--- src/rtl/fpcm_pkg.sv ---
`default_nettype none
package fpcm_pkg;

	localparam int SAMPLE_W = 32;
	localparam int FMT_W    = 4;
	localparam int BYTES_W  = 4;
	localparam int MANT_W   = 24;
	localparam int KVAL_W   = 31;
	localparam int PROD_W   = MANT_W + KVAL_W;
	localparam int EXP_W    = 10;
	localparam int POS_W    = 6;
	localparam int WIDE_W   = 64;
	localparam int TDATA_OUT_W = 40;

	localparam logic [FMT_W-1:0] FMT_FLOAT32   = 4'd0;
	localparam logic [FMT_W-1:0] FMT_INT16     = 4'd1;
	localparam logic [FMT_W-1:0] FMT_INT24     = 4'd2;
	localparam logic [FMT_W-1:0] FMT_INT32     = 4'd3;
	localparam logic [FMT_W-1:0] FMT_INT24_HI  = 4'd4;
	localparam logic [FMT_W-1:0] FMT_SILENT2   = 4'd5;
	localparam logic [FMT_W-1:0] FMT_SILENT3   = 4'd6;
	localparam logic [FMT_W-1:0] FMT_SILENT4   = 4'd7;
	localparam logic [FMT_W-1:0] FMT_SILENT8   = 4'd8;
	localparam logic [FMT_W-1:0] FMT_RESET     = FMT_INT32;

	// Significand widths of single and double precision.
	localparam logic [POS_W-1:0] SIG_SINGLE = 6'd24;
	localparam logic [POS_W-1:0] SIG_DOUBLE = 6'd53;

	typedef enum logic [3:0] {
		MODE_PASS   = 4'b0001,
		MODE_SILENT = 4'b0010,
		MODE_TRUNC  = 4'b0100,
		MODE_RNE    = 4'b1000
	} mode_t;

	typedef struct packed {
		mode_t               mode;
		logic [BYTES_W-1:0]  nbytes;
		logic [SAMPLE_W-1:0] mask;
		logic                shl8;
		logic [KVAL_W-1:0]   kval;
		logic [POS_W-1:0]    ktop;
	} fmt_ctrl_t;

	function automatic fmt_ctrl_t decode_fmt(input logic [FMT_W-1:0] fmt);
		fmt_ctrl_t c;
		c.mode   = MODE_SILENT;
		c.nbytes = 4'd4;
		c.mask   = 32'hFFFF_FFFF;
		c.shl8   = 1'b0;
		c.kval   = '0;
		c.ktop   = 6'd0;
		case (fmt)
			FMT_FLOAT32: c.mode = MODE_PASS;
			FMT_INT16: begin
				c.mode = MODE_TRUNC; c.nbytes = 4'd2; c.mask = 32'h0000_FFFF;
				c.kval = 31'd32767; c.ktop = 6'd38;
			end
			FMT_INT24: begin
				c.mode = MODE_TRUNC; c.nbytes = 4'd3; c.mask = 32'h00FF_FFFF;
				c.kval = 31'd8388607; c.ktop = 6'd46;
			end
			FMT_INT32: begin
				c.mode = MODE_RNE; c.kval = 31'd2147483647; c.ktop = 6'd54;
			end
			FMT_INT24_HI: begin
				c.mode = MODE_RNE; c.mask = 32'h00FF_FFFF; c.shl8 = 1'b1;
				c.kval = 31'd8388607; c.ktop = 6'd46;
			end
			FMT_SILENT2: c.nbytes = 4'd2;
			FMT_SILENT3: c.nbytes = 4'd3;
			FMT_SILENT4: c.nbytes = 4'd4;
			FMT_SILENT8: c.nbytes = 4'd8;
			default: c.nbytes = 4'd4;
		endcase
		return c;
	endfunction

endpackage
`default_nettype wire

--- src/rtl/fpcm_core.sv ---
`default_nettype none
module fpcm_core (
	input  wire logic                           clk,
	input  wire logic                           en,
	input  wire logic [fpcm_pkg::SAMPLE_W-1:0]  in_bits,
	input  wire logic                           in_last,
	input  wire logic [fpcm_pkg::FMT_W-1:0]     fmt,
	output logic      [fpcm_pkg::SAMPLE_W-1:0]  out_word,
	output logic      [fpcm_pkg::BYTES_W-1:0]   out_bytes,
	output logic                                out_last
);

	// Stage 1: clamp and unpack.
	fpcm_pkg::fmt_ctrl_t                  ctrl_s1, ctrl_s2, ctrl_s3;
	logic [fpcm_pkg::SAMPLE_W-1:0]        raw_s1, raw_s2, raw_s3;
	logic                                 last_s1, last_s2, last_s3;
	logic                                 sign_s1, sign_s2, sign_s3;
	logic [fpcm_pkg::MANT_W-1:0]          mant_s1;
	logic signed [fpcm_pkg::EXP_W-1:0]    exp_s1, exp_s2;
	logic [fpcm_pkg::PROD_W-1:0]          prod_s2;
	logic [fpcm_pkg::PROD_W-1:0]          q_s3;
	logic [fpcm_pkg::POS_W-1:0]           rsh_s3;

	logic [7:0]                           ef;
	logic [22:0]                          mf;
	logic                                 is_nan, is_big;
	logic [fpcm_pkg::MANT_W-1:0]          mant_d;
	logic signed [fpcm_pkg::EXP_W-1:0]    exp_d;

	always_comb begin
		ef = in_bits[30:23];
		mf = in_bits[22:0];
		is_nan = (ef == 8'hFF) && (mf != 23'd0);
		is_big = (ef > 8'd127) || ((ef == 8'd127) && (mf != 23'd0));
		if (is_big) begin
			mant_d = {1'b1, 23'd0};
			exp_d  = -10'sd23;
		end else if (ef == 8'd0) begin
			mant_d = {1'b0, mf};
			exp_d  = -10'sd149;
		end else begin
			mant_d = {1'b1, mf};
			exp_d  = $signed({2'b00, ef}) - 10'sd150;
		end
	end

	always_ff @(posedge clk) begin
		if (en) begin
			ctrl_s1 <= fpcm_pkg::decode_fmt(fmt);
			raw_s1  <= in_bits;
			last_s1 <= in_last;
			sign_s1 <= is_nan ? 1'b0 : in_bits[31];
			mant_s1 <= mant_d;
			exp_s1  <= exp_d;
		end
	end

	// Stage 2: exact product of the significand and the scale.
	always_ff @(posedge clk) begin
		if (en) begin
			ctrl_s2 <= ctrl_s1;
			raw_s2  <= raw_s1;
			last_s2 <= last_s1;
			sign_s2 <= sign_s1;
			exp_s2  <= exp_s1;
			prod_s2 <= fpcm_pkg::PROD_W'(mant_s1) * fpcm_pkg::PROD_W'(ctrl_s1.kval);
		end
	end

	// Stage 3: round the product to single or double precision.
	logic [fpcm_pkg::POS_W-1:0]        lead, wsig, dcut;
	logic [fpcm_pkg::PROD_W-1:0]       q3, rem3, half3, mask3;
	logic                              up3;
	logic signed [fpcm_pkg::EXP_W-1:0] sh3;
	logic [fpcm_pkg::POS_W-1:0]        rsh_d;

	always_comb begin
		lead  = prod_s2[ctrl_s2.ktop] ? ctrl_s2.ktop : ctrl_s2.ktop - 6'd1;
		wsig  = (ctrl_s2.mode == fpcm_pkg::MODE_RNE) ? fpcm_pkg::SIG_DOUBLE
		                                             : fpcm_pkg::SIG_SINGLE;
		dcut  = ((lead + 6'd1) > wsig) ? (lead + 6'd1 - wsig) : 6'd0;
		q3    = prod_s2 >> dcut;
		mask3 = (fpcm_pkg::PROD_W'(1) << dcut) - fpcm_pkg::PROD_W'(1);
		rem3  = prod_s2 & mask3;
		half3 = (dcut == 6'd0) ? '0 : (fpcm_pkg::PROD_W'(1) << (dcut - 6'd1));
		up3   = (dcut != 6'd0) && ((rem3 > half3) || ((rem3 == half3) && q3[0]));
		sh3   = -(exp_s2 + $signed({4'b0000, dcut}));
		if (sh3 < 0)
			rsh_d = 6'd0;
		else if (sh3 > 10'sd63)
			rsh_d = 6'd63;
		else
			rsh_d = sh3[fpcm_pkg::POS_W-1:0];
	end

	always_ff @(posedge clk) begin
		if (en) begin
			ctrl_s3 <= ctrl_s2;
			raw_s3  <= raw_s2;
			last_s3 <= last_s2;
			sign_s3 <= sign_s2;
			q_s3    <= q3 + fpcm_pkg::PROD_W'(up3);
			rsh_s3  <= rsh_d;
		end
	end

	// Stage 4: scale to an integer, apply sign and pack.
	logic [fpcm_pkg::WIDE_W-1:0]   qx, ip, frac, half4;
	logic                          up4;
	logic [fpcm_pkg::SAMPLE_W-1:0] mag, sgn, word_d;

	always_comb begin
		qx    = fpcm_pkg::WIDE_W'(q_s3);
		ip    = qx >> rsh_s3;
		frac  = qx & ((fpcm_pkg::WIDE_W'(1) << rsh_s3) - fpcm_pkg::WIDE_W'(1));
		half4 = (rsh_s3 == 6'd0) ? '0 : (fpcm_pkg::WIDE_W'(1) << (rsh_s3 - 6'd1));
		up4   = (ctrl_s3.mode == fpcm_pkg::MODE_RNE) && (rsh_s3 != 6'd0) &&
		        ((frac > half4) || ((frac == half4) && ip[0]));
		mag   = ip[fpcm_pkg::SAMPLE_W-1:0] + fpcm_pkg::SAMPLE_W'(up4);
		sgn   = (sign_s3 ? (~mag + 32'd1) : mag) & ctrl_s3.mask;
		case (ctrl_s3.mode)
			fpcm_pkg::MODE_PASS:  word_d = raw_s3;
			fpcm_pkg::MODE_TRUNC: word_d = sgn;
			fpcm_pkg::MODE_RNE:   word_d = ctrl_s3.shl8 ? {sgn[23:0], 8'd0} : sgn;
			default:              word_d = '0;
		endcase
	end

	always_ff @(posedge clk) begin
		if (en) begin
			out_word  <= word_d;
			out_bytes <= ctrl_s3.nbytes;
			out_last  <= last_s3;
		end
	end

endmodule
`default_nettype wire

--- src/rtl/float_to_pcm_sample_converter.sv ---
// Converts one single-precision audio sample per beat into float32 pass-through, int16,
// packed int24, int32, int24 in the high bits of 32, or silence, as chosen by the format
// register (reset value: int32). The datapath is four register stages deep (unpack, multiply,
// round to working precision, scale to integer), and a new sample is taken every cycle; when
// the output is stalled the whole pipeline holds. The format is sampled with each beat, and
// should be written only while the block is empty.
`default_nettype none
module float_to_pcm_sample_converter (
	input  wire logic                                clk,
	input  wire logic                                arst_n,
	input  wire logic                                s_axis_tvalid,
	output logic                                     s_axis_tready,
	input  wire logic [fpcm_pkg::SAMPLE_W-1:0]       s_axis_tdata,  // [31:0] sample_bits
	input  wire logic                                s_axis_tlast,  // last_in_block
	output logic                                     m_axis_tvalid,
	input  wire logic                                m_axis_tready,
	output logic      [fpcm_pkg::TDATA_OUT_W-1:0]    m_axis_tdata,  // [31:0] out_word, [35:32] out_bytes
	output logic                                     m_axis_tlast,  // block_end
	input  wire logic                                cfg_valid,
	output logic                                     cfg_ready,
	input  wire logic [fpcm_pkg::FMT_W-1:0]          cfg_data
);

	logic [fpcm_pkg::FMT_W-1:0]     fmt_q;
	logic                           valid_s1, valid_s2, valid_s3, valid_s4;
	logic                           en;
	logic [fpcm_pkg::SAMPLE_W-1:0]  word;
	logic [fpcm_pkg::BYTES_W-1:0]   nbytes;

	assign en            = !valid_s4 || m_axis_tready;
	assign s_axis_tready = en;
	assign cfg_ready     = 1'b1;

	always_ff @(posedge clk or negedge arst_n) begin
		if (!arst_n) begin
			fmt_q <= fpcm_pkg::FMT_RESET;
		end else if (cfg_valid) begin
			fmt_q <= cfg_data;
		end
	end

	always_ff @(posedge clk or negedge arst_n) begin
		if (!arst_n) begin
			valid_s1 <= 1'b0;
			valid_s2 <= 1'b0;
			valid_s3 <= 1'b0;
			valid_s4 <= 1'b0;
		end else if (en) begin
			valid_s1 <= s_axis_tvalid;
			valid_s2 <= valid_s1;
			valid_s3 <= valid_s2;
			valid_s4 <= valid_s3;
		end
	end

	fpcm_core u_core (
		.clk      (clk),
		.en       (en),
		.in_bits  (s_axis_tdata),
		.in_last  (s_axis_tlast),
		.fmt      (fmt_q),
		.out_word (word),
		.out_bytes(nbytes),
		.out_last (m_axis_tlast)
	);

	assign m_axis_tvalid = valid_s4;
	assign m_axis_tdata  = {4'd0, nbytes, word};

endmodule
`default_nettype wire

--- config.mk ---
export PLATFORM = sky130hd
export DESIGN_NAME = float_to_pcm_sample_converter
export DESIGN_NICKNAME = d
export VERILOG_FILES = /design/src/rtl/fpcm_pkg.sv /design/src/rtl/fpcm_core.sv /design/src/rtl/float_to_pcm_sample_converter.sv
export SDC_FILE = /design/constraint.sdc
export NUM_CORES = 2
export LEC_CHECK = 0
export ABC_CLOCK_PERIOD_IN_PS = 28200
export BUFFER_PORTS_ARGS = -buffer_cell sky130_fd_sc_hd__buf_2
export CORE_UTILIZATION = 45
export DETAILED_ROUTE_END_ITERATION = 8
export PLACE_DENSITY = 0.67
export SETUP_SLACK_MARGIN = 0.15
export SLEW_MARGIN = 30
export SYNTH_ARGS = -nofsm -noshare
export SYNTH_HDL_FRONTEND = slang
export SYNTH_HIERARCHICAL = 1
export SYNTH_SLANG_ARGS = --single-unit
--- constraint.sdc ---
create_clock -name clk -period 28.2 [get_ports clk]
set_input_delay 5.64 -clock clk [delete_from_list [all_inputs] [get_ports clk]]
set_output_delay 5.64 -clock clk [all_outputs]
set_load 0.02 [all_outputs]
* Word-level counts from Yosys, hierarchy flattened
Cells that the tools add are included.
** Operators by class
- $add $sub $neg :: 13
- Multipliers :: 1
- Magnitude comparators :: 7
- Equality and inequality tests :: 15
- Shifts and indexed selects :: 6
- Muxes and demuxes :: 18
- Bitwise logic cells :: 4
- Reduce and logical (&&, ||, !) cells :: 25
** Operator list (number)
- $shl 1x6->64 const A :: 2
- $pmux 37 s3 :: 1
- $shl 1x6->55 const A :: 2
- $pmux 32 s3 :: 1
- $and 55x64->64 :: 1
- $eq 64x64->1 :: 1
- $gt 64x64->1 :: 1
- $mux 32 :: 2
- $mux 64 :: 1
- $pmux 32 s2 :: 1
- $sub 64x1->64 const B :: 1
- $add 55x1->55 :: 1
- $and 55x55->55 :: 1
- $eq 55x55->1 :: 1
- $gt 55x55->1 :: 1
- $mul 24x31->55 :: 1
- $mux 55 :: 1
- $shr 55x6->32 :: 1
- $shr 55x6->55 :: 1
- $sub 55x2->55 const B :: 1
- $add 32x1->32 :: 1
- $add 32x1->32 const B :: 1
- $and 32x32->32 :: 1
- $not 32->32 :: 1
- other kinds (32) :: 62
** Word-level totals
- Register bits after elaboration :: 471
- Input bits :: 42
- Output and inout port bits :: 44

* Logic depth before layout (Yosys ltp)
- Depth after elaboration :: 14
- Mapped depth :: 54
- Mapped depth without buffers :: 47

* Hierarchy
The synthesis kept the hierarchy.
** By module, submodules not included
- fpcm_core :: times used 1, cells each 4299, area an instance 42563.3 µm², sequential area each 10119.7 µm²
- float_to_pcm_sample_converter :: times used 1, cells each 24, area an instance 359.1 µm², sequential area each 202.7 µm²

* Worst setup path before layout
OpenSTA, ideal clock, no wires.
- Path kind :: in2out
- Start point :: input m_axis_tready
- End point :: output s_axis_tready
- Arrival time :: 8049 ps
- Setup slack :: 14511 ps
- Cell stages on the path :: 1
- Buffers on the path :: 0
- Cell sequence :: nand2b_4
** On the way
- Cells in the longest elaborated chain, start to end :: 1
** RTL lines
- start: declaration :: RTL line float_to_pcm_sample_converter.sv:16 : input wire logic m_axis_tready,
- $logic_or 1x1->1 :: RTL line float_to_pcm_sample_converter.sv:30 : assign en = !valid_s4 || m_axis_tready;
- end: declaration :: RTL line float_to_pcm_sample_converter.sv:12 : output logic s_axis_tready,
No other way between the ends.

* Worst setup path after layout
- Start point :: register u_core/ctrl_s2[3] in the netlist's numbering
- End point :: register u_core/q_s3[12] in the netlist's numbering, data pin
** On the way
- Cells in the longest elaborated chain, start to end :: 14
- Elaborated cells on any way between the ends :: 23
- Classes of those cells :: add/sub: 6; order compare: 2; eq/ne: 1; shift: 3; mux: 5; bitwise: 1; reduce/logical: 5
** RTL lines
- start: declaration :: RTL line fpcm_core.sv:14 : fpcm_pkg::fmt_ctrl_t ctrl_s1, ctrl_s2, ctrl_s3;
- start signal: assignment :: RTL line fpcm_core.sv:61 : ctrl_s2 <= ctrl_s1;
- $bmux 1 s6 :: RTL line fpcm_core.sv:78 : lead = prod_s2[ctrl_s2.ktop] ? ctrl_s2.ktop : ctrl_s2.ktop - 6'd1;
- $mux 1 (not written as such) :: RTL line fpcm_core.sv:78
- $mux 6 (*) :: RTL line fpcm_core.sv:78
- $add 6x1->6 (*) :: RTL line fpcm_core.sv:81 : dcut = ((lead + 6'd1) > wsig) ? (lead + 6'd1 - wsig) : 6'd0;
- $sub 6x6->6 or $gt 6x6->1 (tied branches) :: RTL line fpcm_core.sv:81
- $mux 6 (*) :: RTL line fpcm_core.sv:81
- branches (longest 7 deep; another with $sub 55x2->55)
- $add 55x1->55 (*) :: RTL line fpcm_core.sv:102 : q_s3 <= q3 + fpcm_pkg::PROD_W'(up3);
- end signal: assignment :: RTL line fpcm_core.sv:102
- end: declaration :: RTL line fpcm_core.sv:21 : logic [fpcm_pkg::PROD_W-1:0] q_s3;
Mark *: on every way between the ends. The select of a mux whose other input is x is not followed.
A chain may end at the register's enable or synchronous reset.

==> reports/metrics.csv <==
stage,metric,value,unit
yosys,synth_ff_type,edfxtp_1,
final_layout,fin_nets,5088,
critical_path,critical_path_arrival,13.11,ns
cts,cts_repair_resize_count,0,
cts,clockBufferDepth,3,
global_routing,grt_pass1_wl,212000,um
placement,io_buffers,80,
yosys,async_flop_share,2.32,%
yosys,synth_edf_count,337,
global_routing,grt_max_degree,86,
routing,route.antenna.remaining_nets,0,
sta,finalClockSkew,0.0322,ns
outcome,status,finished clean,
cts,clk_latency,0.58,ns
yosys,syn_inst,4323,
sta,finalCritPeriodShare,45.4,%
die,initial_utilization,45.7,%
final_layout,areaGrowthSynthToFinish,7.42,%
yosys,synth.largest_area_cell,edfxtp_1,
sta,max-slew-margin-rel,26.8,%
hold_path,hold_class,reg -> reg,
global_routing,grt_overflow_total,0,
placement,place.gp.congestion,1.00,
yosys,synth_top_area_share,23.6,%
global_routing,grt_usage,28.6,%
sta,hold_viol,0,
cts,post_cts_buffers,0,
sta,timing.fmax,78.1,MHz
sta,setup-violations-final,0,
sta,tns,0,ns
routing,drtIter0Drc,3755,
sta,tightest_slew,1.10,ns
yosys,ys_warn_count,6,
final_layout,insertedDiodeCount,0,
critical_path,cp-start-kind,flop,
routing,dr.pass1.iters,7,
critical_path,cpPeakStageDelay,0.79,ns
cts,cts-root-buf,clkbuf_16,
yosys,ys_seq_area_share,24.0,%
sta,min_period,12.81,ns
die,die_x,311,um
critical_path,crit_top_cell,ha_1,
die,die_h,311,um
routing,routed_wl,139000,um
die,ios,86,
global_routing,antenna_found_initial,6,
placement,dpl.hpwl,110000,um
yosys,postSynthAreaPerCell,9.93,um2
cts,cts_tree,yes,
sta,rsz0062_at_grt,false,
cts,htreeDepth,2,
routing,drc,0,
critical_path,cp_slowest_cell,a211oi_1,
sta,drv_slew,0,
critical_path,required,28.50,ns
die,num_rows,112,
run,cap_violations,0,
cts,numCtsBuffers,40,
cts,cts_hold_buf,0,
routing,vias,34400,
yosys,yosys-top-cells-area,"edfxtp_1, fa_1, ha_1",
critical_path,crit_fanout,28,
die,dieArea,96600,um2
yosys,yosysUniqueCellTypes,113,
yosys,syn_area,42900,um2
cts,clock-sinks,345,
routing,wire_per_inst,24.8,um
critical_path,crit_path_end_kind,flop,
global_routing,grt_pass1_vias,34400,
die,core_area,93900,um2
routing,post_drt_via_cell_ratio,6.13,
critical_path,critPathKind,reg -> reg,
final_layout,layout-drive-gt1-share,10.7,%
yosys,synth-seq-cells,345,
cts,clk_pin_slew_worst_paths,0.06,ns
## cells in the mapped netlist (45+ instances only)
cell,instances
mux2_2,45
nor3_1,85
nand3_1,87
and3_1,59
a21oi_1,180
nand4_1,68
nor2b_1,66
fa_1,406
inv_1,484
edfxtp_1,337
nor2_1,207
mux2i_1,108
o21ai_0,145
mux4_2,78
clkbuf_1,128
nand2_1,390
and2_1,130
xnor2_1,125
ha_1,321
xor2_1,67
a21o_1,67
## routing by layer
layer  GRT usage [%]  up-vias  routed length, um
met5               0        -                 14
met4            14.7        2               8280
met3            4.78      376              11200
met2            45.6     1556              63900
met1            37.6    17000              55700
li1                -    15400                  -
## state kept, by name, indices dropped and copies added, names as in the netlist, 14 cells and up
signal and count:
u_core/q_s3 55, u_core/ctrl_s1 15, u_core/ctrl_s2 14, u_core/raw_s2 32, u_core/out_word 32, u_core/mant_s1 24
u_core/raw_s3 32, u_core/raw_s1 32, u_core/prod_s2 55
## worst paths after layout
kind / depth (start not counted) / from / endpoint / slack, ns
min in group asynchronous: 1 / arst_n / valid_s1 / 4.92
worst max register to register: 44 / u_core/ctrl_s2[3] / u_core/q_s3[12] / 15.39
worst min-delay path: 0 / u_core/raw_s1[6] / u_core/raw_s2[6] / 0.40
max in group asynchronous: 1 / arst_n / fmt_q[1] / 23.04
worst max-delay path: 44 / u_core/ctrl_s2[3] / u_core/q_s3[12] / 15.39
worst min register to register: 0 / u_core/raw_s1[6] / u_core/raw_s2[6] / 0.40
## critical path, delay by kind of cell, from the launching register on
family | cells | cell delay (ns)
AO/OA/AOI/OAI | 14 | 4.13
AND/OR/NAND/NOR | 14 | 3.45
adder cells (fa/ha/maj) | 6 | 1.83
buffers and inverters | 6 | 1.34
multiplexers | 2 | 0.63
flip-flops | 1 | 0.61
XOR/XNOR | 2 | 0.49
## through the flow
step / cells / instance area, um2 / utilization, % / setup WS, ns / hold WS, ns
global route: 5605 / 46100 / 49.1 / 14.56 / 0.408
CTS: 5604 / 46100 / 49.1 / 15.75 / 0.390
global placement: 5527 / 44600 / 47.5 / 16.06 / 0.400
floorplan: 4326 / 42900 / - / 14.51 / 0.400
finish: 5605 / 46100 / 49.1 / 15.39 / 0.395
detailed placement: 5530 / 44600 / 47.5 / 15.82 / 0.405
## cell families after synthesis
group / synth area share (%)
buffers and inverters: 6.51
DFF: 24.0
xor gates and xnor gates: 3.99
muxes: 8.21
AOI/OAI and AO/OA: 13.3
adders and majority gates: 28.3
and+or+nand+nor: 15.6
other: 0.0262
## final cells by class
cell class                      instances  area, um2
Timing Repair Buffer                  160       1020
Inverter                              493       1850
Fill cell                            8705      47800
Multi-Input combinational cell       3279      29900
Sequential cell                       345      10300
Clock inverter                         29        412
Tap cell                             1254       1570
Clock buffer                           45       1020
## placed cells by master (no fill, tap or decap), types with 35 or more instances in the layout
cell,count
o21ai_0,143
mux2i_1,108
buf_4,73
mux4_2,78
a211oi_1,37
mux2_2,45
ha_1,321
xnor2_1,125
edfxtp_1,337
nor2_1,204
nand4_1,68
fa_1,406
and3_1,59
a21o_1,67
and2_1,130
nand2b_1,35
inv_1,483
clkbuf_16,40
nand3_1,87
buf_2,82
o221ai_1,35
o211ai_1,43
xor2_1,66
a21oi_1,180
nor2b_1,66
nand2_1,390
nor3_1,83
Power is left out: the tool's default activity adds up to more than one toggle a clock period on the data nets, which glitch-free logic cannot reach.
